`src/design/dac_pkg.sv`:
```
`timescale 1ns / 1ps
// dac_pkg: shared types and constants for the dynamic array with compaction.
// Used by dac_store, dac_ctrl and dynamic_array_with_compaction.
package dac_pkg;

  localparam int DEPTH_DEF         = 256;
  localparam int ELEMENT_WIDTH_DEF = 32;
  localparam int MIN_CAPACITY_DEF  = 4;

  localparam int OPCODE_W = 2;
  localparam int INDEX_W  = 8;
  localparam int VALUE_W  = 32;
  localparam int SIZE_W   = 9;

  typedef enum logic [OPCODE_W-1:0] {
    OP_APPEND = 2'd0,
    OP_GET    = 2'd1,
    OP_SET    = 2'd2,
    OP_REMOVE = 2'd3
  } op_t;

  typedef enum logic [2:0] {
    ST_IDLE,
    ST_READ,
    ST_TAKE,
    ST_SHIFT_RD,
    ST_SHIFT_WR,
    ST_DONE
  } state_t;

  typedef struct packed {
    logic we;
    logic re;
  } mem_ctl_t;

endpackage

```
`src/design/dac_ctrl.sv`:
```
`timescale 1ns / 1ps
// dac_ctrl: sequencer for append/get/set/remove, count and capacity policy,
// and the entry-by-entry compaction walk. Depends on dac_pkg.
module dac_ctrl #(
  parameter int DEPTH         = dac_pkg::DEPTH_DEF,
  parameter int ELEMENT_WIDTH = dac_pkg::ELEMENT_WIDTH_DEF,
  parameter int MIN_CAPACITY  = dac_pkg::MIN_CAPACITY_DEF
) (
  input  logic                             clk,
  input  logic                             rst,
  input  logic                             req_valid,
  output logic                             req_stall,
  input  logic [dac_pkg::OPCODE_W-1:0]     opcode,
  input  logic [dac_pkg::INDEX_W-1:0]      index,
  input  logic [dac_pkg::VALUE_W-1:0]      value,
  input  logic                             res_free,
  output logic                             res_valid,
  output logic [dac_pkg::VALUE_W-1:0]      res_data,
  output logic                             res_error,
  output logic [dac_pkg::SIZE_W-1:0]       res_count,
  output logic [dac_pkg::SIZE_W-1:0]       res_capacity,
  output dac_pkg::mem_ctl_t                mem_ctl,
  output logic [$clog2(DEPTH)-1:0]         mem_waddr,
  output logic [ELEMENT_WIDTH-1:0]         mem_wdata,
  output logic [$clog2(DEPTH)-1:0]         mem_raddr,
  input  logic [ELEMENT_WIDTH-1:0]         mem_rdata
);
  import dac_pkg::*;

  localparam int AW   = $clog2(DEPTH);
  localparam int CMAX = (DEPTH > MIN_CAPACITY) ? DEPTH : MIN_CAPACITY;
  localparam int CW   = $clog2(CMAX + 1);
  localparam int XW   = (CW > INDEX_W) ? CW : INDEX_W;

  state_t state, state_next;

  op_t                    op;
  logic [AW-1:0]          idx;
  logic [ELEMENT_WIDTH-1:0] val;
  logic [AW-1:0]          ptr;
  logic [CW-1:0]          cnt;
  logic [CW-1:0]          cap;
  logic [VALUE_W-1:0]     dat;
  logic                   err;

  logic                   accept;
  op_t                    op_in;
  logic [XW-1:0]          idx_x;
  logic                   idx_bad;
  logic                   full;
  logic [AW-1:0]          ptr_inc;
  logic                   more;
  logic [CW+1:0]          cap_x;
  logic [CW+1:0]          grow3;
  logic [CW+1:0]          grow;
  logic [CW-1:0]          cnt_dec;
  logic [CW-1:0]          cap_half;
  logic                   shrink;

  assign accept  = req_valid && !req_stall;
  assign op_in   = op_t'(opcode);
  assign idx_x   = XW'(index);
  assign idx_bad = idx_x >= XW'(cnt);
  assign full    = cnt == CW'(DEPTH);
  assign ptr_inc = ptr + AW'(1);
  assign more    = (CW'(ptr) + CW'(1)) < cnt;

  // growth by 1.5, at least by one, saturated at DEPTH
  always_comb begin
    cap_x = (CW+2)'(cap);
    grow3 = (cap_x + (cap_x << 1)) >> 1;
    grow  = (grow3 <= cap_x) ? cap_x + (CW+2)'(1) : grow3;
    if (grow > (CW+2)'(DEPTH)) begin
      grow = (CW+2)'(DEPTH);
    end
  end

  assign cnt_dec  = cnt - CW'(1);
  assign cap_half = cap >> 1;
  assign shrink   = (((CW+2)'(cnt_dec) << 2) < (CW+2)'(cap)) &&
                    (cap_half >= CW'(MIN_CAPACITY));

  always_ff @(posedge clk) begin
    if (rst) begin
      state <= ST_IDLE;
    end else begin
      state <= state_next;
    end
  end

  always_comb begin
    state_next = state;
    req_stall  = 1'b1;
    res_valid  = 1'b0;
    mem_ctl    = '0;
    mem_waddr  = idx;
    mem_wdata  = val;
    mem_raddr  = idx;
    unique case (state)
      ST_IDLE: begin
        req_stall = 1'b0;
        mem_waddr = cnt[AW-1:0];
        mem_wdata = ELEMENT_WIDTH'(value);
        if (req_valid) begin
          if (op_in == OP_APPEND) begin
            mem_ctl.we = !full;
            state_next = ST_DONE;
          end else begin
            state_next = idx_bad ? ST_DONE : ST_READ;
          end
        end
      end
      ST_READ: begin
        mem_ctl.re = 1'b1;
        state_next = ST_TAKE;
      end
      ST_TAKE: begin
        mem_ctl.we = op == OP_SET;
        state_next = (op == OP_REMOVE) ? ST_SHIFT_RD : ST_DONE;
      end
      ST_SHIFT_RD: begin
        mem_raddr  = ptr_inc;
        mem_ctl.re = more;
        state_next = more ? ST_SHIFT_WR : ST_DONE;
      end
      ST_SHIFT_WR: begin
        mem_waddr  = ptr;
        mem_wdata  = mem_rdata;
        mem_ctl.we = 1'b1;
        state_next = ST_SHIFT_RD;
      end
      ST_DONE: begin
        res_valid = 1'b1;
        if (res_free) begin
          state_next = ST_IDLE;
        end
      end
      default: state_next = ST_IDLE;
    endcase
  end

  // count and capacity
  always_ff @(posedge clk) begin
    if (rst) begin
      cnt <= '0;
      cap <= CW'(MIN_CAPACITY);
    end else begin
      case (state)
        ST_IDLE: begin
          if (accept && op_in == OP_APPEND && !full) begin
            cnt <= cnt + CW'(1);
            if (cnt >= cap) begin
              cap <= CW'(grow);
            end
          end
        end
        ST_SHIFT_RD: begin
          if (!more) begin
            cnt <= cnt_dec;
            if (shrink) begin
              cap <= cap_half;
            end
          end
        end
        default: ;
      endcase
    end
  end

  // beat payload and walk pointer
  always_ff @(posedge clk) begin
    case (state)
      ST_IDLE: begin
        if (accept) begin
          op  <= op_in;
          idx <= idx_x[AW-1:0];
          val <= ELEMENT_WIDTH'(value);
          dat <= '0;
          err <= (op_in == OP_APPEND) ? full : idx_bad;
        end
      end
      ST_TAKE: begin
        dat <= VALUE_W'(mem_rdata);
        ptr <= idx;
      end
      ST_SHIFT_WR: begin
        ptr <= ptr_inc;
      end
      default: ;
    endcase
  end

  assign res_data     = dat;
  assign res_error    = err;
  assign res_count    = SIZE_W'(cnt);
  assign res_capacity = SIZE_W'(cap);

endmodule

```
`config.mk`:
```
export PLATFORM = sky130hd
export DESIGN_NAME = dac_ctrl
export DESIGN_NICKNAME = d
export VERILOG_FILES = /design/src/design/dac_pkg.sv /design/src/design/dac_ctrl.sv
export SDC_FILE = /design/constraint.sdc
export NUM_CORES = 1
export LEC_CHECK = 0
export BUFFER_PORTS_ARGS = -buffer_cell sky130_fd_sc_hd__buf_2
export CAP_MARGIN = 20
export CORE_MARGIN = 8
export CORE_UTILIZATION = 35
export CTS_CLUSTER_SIZE = 14
export DETAILED_ROUTE_END_ITERATION = 6
export HOLD_SLACK_MARGIN = 0.12
export PLACE_DENSITY_LB_ADDON = 0.25
export SETUP_SLACK_MARGIN = 0.05
export SLEW_MARGIN = 40
export SYNTH_ARGS = -nofsm -noshare
export SYNTH_HDL_FRONTEND = slang
export SYNTH_SLANG_ARGS = --single-unit
```
`constraint.sdc`:
```
create_clock -name clk -period 3.8 [get_ports clk]
set_input_delay 0.76 -clock clk [delete_from_list [all_inputs] [get_ports clk]]
set_output_delay 0.76 -clock clk [all_outputs]
set_load 0.005 [all_outputs]
```
==> flow_summary.ini <==
[run_status]
status = complete, no violations

[synthesis]
synth_area_um2 = 6980
synth_area_leader_cell = edfxtp_1
synth_seq_cells = 104
yosys-top-cells-area = edfxtp_1 36%, ha_1 11%, mux2i_1 6.3%
synth_nets = 843
ys_seq_area_share_pct = 41.7
syn_inst = 704
synth.distinct_cells = 67
yosysWarnings = 0
synth_edf_count = 83
ys_async_sr_fraction_pct = 0
ys.flop_type = edfxtp_1
syn_avg_cell_area_um2 = 9.91
synth_top_area_share_pct = 35.7

[global_routing]
track_usage_pct = 17.6
antenna_found_initial = 0
grt_pass1_wl_mm = 33.9
grt_max_degree = 47
overflow = 0
grt_pass1_vias = 6062

[floorplan]
start_util_pct = 35.7
row_count = 51
fp.dieH_um = 157
dieArea_um2 = 24700
core_um2 = 19500
ios = 181
die_x_um = 157

[clock_network]
cts.reportedPaths.clkPinSlew_ns = 0.08
hold_buffers = 0
cts.sinks = 104
cts_tree = yes
numCtsBuffers = 9
clk_latency_ns = 0.36
clockRootBuffer = clkbuf_16
htree_levels = 3
cts.path.max_buffers = 2

[power_and_ir_drop]
cellPowerDensity_nw_per_um2 = 539
p_leak_nw = 3.95
ir_drop_uv = 287
p_total_mw = 4.94

[final_layout]
register_area_um2 = 2920
final_area_um2 = 9170
diodes = 0
fin_nets = 1068
multi_input_area_um2 = 4030
finalCoreUtilization_pct = 46.9
final_cell_mix = 180 x buf_2, 83 x edfxtp_1, 80 x nand2_1
final_common_cell = buf_2
drive_above_1_share_pct = 36.2
area_growth_pct = 31.4
fillers = 1889

[placement]
io_buffers = 180
hpwl_mm = 16.9
place_ws_ns = -0.125
placed_area_um2 = 8520
gp_congestion = 0.917

[route]
drt_iter0_drc = 321
via_per_inst = 5.11
ant_nets = 0
first_pass_iters = 4
drcViolationCount = 0
wl_per_cell_um = 18.5
vias = 6122
routed_wirelength_mm = 22.2

[timing]
fmax_ghz = 0.270
worst_pin_slew_ns = 0.753
setup_ws_ns = 0.102
fin_skew_ns = 0.00861
tns_ns = 0
setup_viol = 0
grt_setup_unrepaired = true
slew_headroom_pct = 49.7
hold_viol_final = 0
fin_crit_sh_pct = 97.3
min_period_ns = 3.70
final_max_slew_viol_count = 0

[job]
maxCapViolCount = 0

[worst_setup_path]
critPathLaunchType = register
crit_fanout = 4
critPathArrivalTime_ns = 3.92
end_kind = register
path_class = register to register
cp.required_ns = 4.03

[min_path]
min_path_type = register to register
[metal layers]
layer	share of wire, %	wire length [µm]	GRT usage (%)
met2	47	10400	29.5
met4	2.1	470	6.26
met1	44	9820	22.3
met3	6.5	1450	2.99
met5	0	0	0
[area by class of cell]
cell class              instances  share of cell area [%]
clock buffers                   9                    2.46
flip-flops and latches        104                    31.9
repair buffers                250                    15.7
clock inverters                 7                   0.764
multi-input cells             527                    44.0
inverters                      37                    1.54
well taps                     265                    3.62
[timing repair]
item                                    in CTS  in global routing
buffers inserted                             2                  9
resized for setup                           29                 28
gates cloned                                 0                  0
endpoints found under the setup margin       9                 10
pin swaps                                   11                 25
endpoints found under the hold margin        0                  0
[power breakdown]
part	internal, mW	switching [mW]	leakage [nW]
logic	1.06	1.30	2.84
clock network	0.463	0.474	0.141
registers	1.52	0.123	0.968
total	3.04	1.89	3.95
[through the flow]
stage	hold slack, ns	instances
5_1_grt	0.518	1199
6_report	0.498	1199
3_5_place_dp	0.497	1172
3_3_place_gp	0.488	1172
4_1_cts	0.495	1190
2_1_floorplan	0.545	704
[synth_stat cells, types with 3 or more instances]
| cell type | count |
|---|---|
| a211oi_1 | 5 |
| a211oi_4 | 3 |
| a21boi_0 | 3 |
| a21o_1 | 11 |
| a21oi_1 | 28 |
| a31oi_1 | 6 |
| and2_1 | 33 |
| and3_1 | 9 |
| buf_1 | 6 |
| buf_6 | 4 |
| clkbuf_1 | 24 |
| dfxtp_1 | 21 |
| edfxtp_1 | 83 |
| ha_1 | 60 |
| inv_1 | 37 |
| mux2_2 | 3 |
| mux2i_1 | 44 |
| nand2_1 | 82 |
| nand2b_1 | 7 |
| nand3_1 | 11 |
| nand4_1 | 6 |
| nor2_1 | 30 |
| nor3_1 | 12 |
| o211a_1 | 3 |
| o21a_1 | 4 |
| o21ai_0 | 71 |
| o21bai_1 | 4 |
| o221ai_1 | 3 |
| o31ai_1 | 3 |
| or2_2 | 4 |
| or3_1 | 9 |
| xnor2_1 | 25 |
| xor2_1 | 5 |
[final timing paths]
kind	startpoint	slack (ns)	end	cells after the start
setup / recovery	res_capacity[1]	0.10	res_capacity[1]	18
hold / removal	res_capacity[4]	0.50	res_capacity[3]	2
setup reg to reg	res_capacity[1]	0.10	res_capacity[1]	18
hold reg to reg	res_capacity[4]	0.50	res_capacity[3]	2
[logic make-up (layout without fill, tap and decap cells)]
family	count (synthesis)	after routing	synth area share [%]
AO/OA/AOI/OAI	171	171	16.4
flip-flops	104	104	41.7
buffers and inverters	73	303	4.39
multiplexers	47	47	6.80
adder cells (fa/ha/maj)	61	61	11.0
XOR/XNOR	30	30	3.77
AND/OR/NAND/NOR	218	218	15.9
[flip-flops by register name, indices dropped and copies added, names as in the netlist]
name          count
idx               8
val              32
res_error         1
state             3
res_count         9
ptr               8
op                2
res_capacity      9
res_data         32
[worst max-delay path, cell delays in order, from the launching register on]
cell and delay [ns]:
dfxtp_4 0.39, ha_4 0.14, inv_2 0.04, fa_2 0.34, nand2b_4 0.16, a211oi_2 0.20
o21bai_1 0.14, nand2b_1 0.09, a21o_1 0.15, ha_4 0.22, xnor2_4 0.20, o21bai_4 0.12
or4_4 0.57, a21boi_4 0.19, o41a_1 0.16, o41ai_2 0.08, buf_4 0.16, a22oi_2 0.13
a211oi_2 0.09
(Power assumes the default switching activity.)
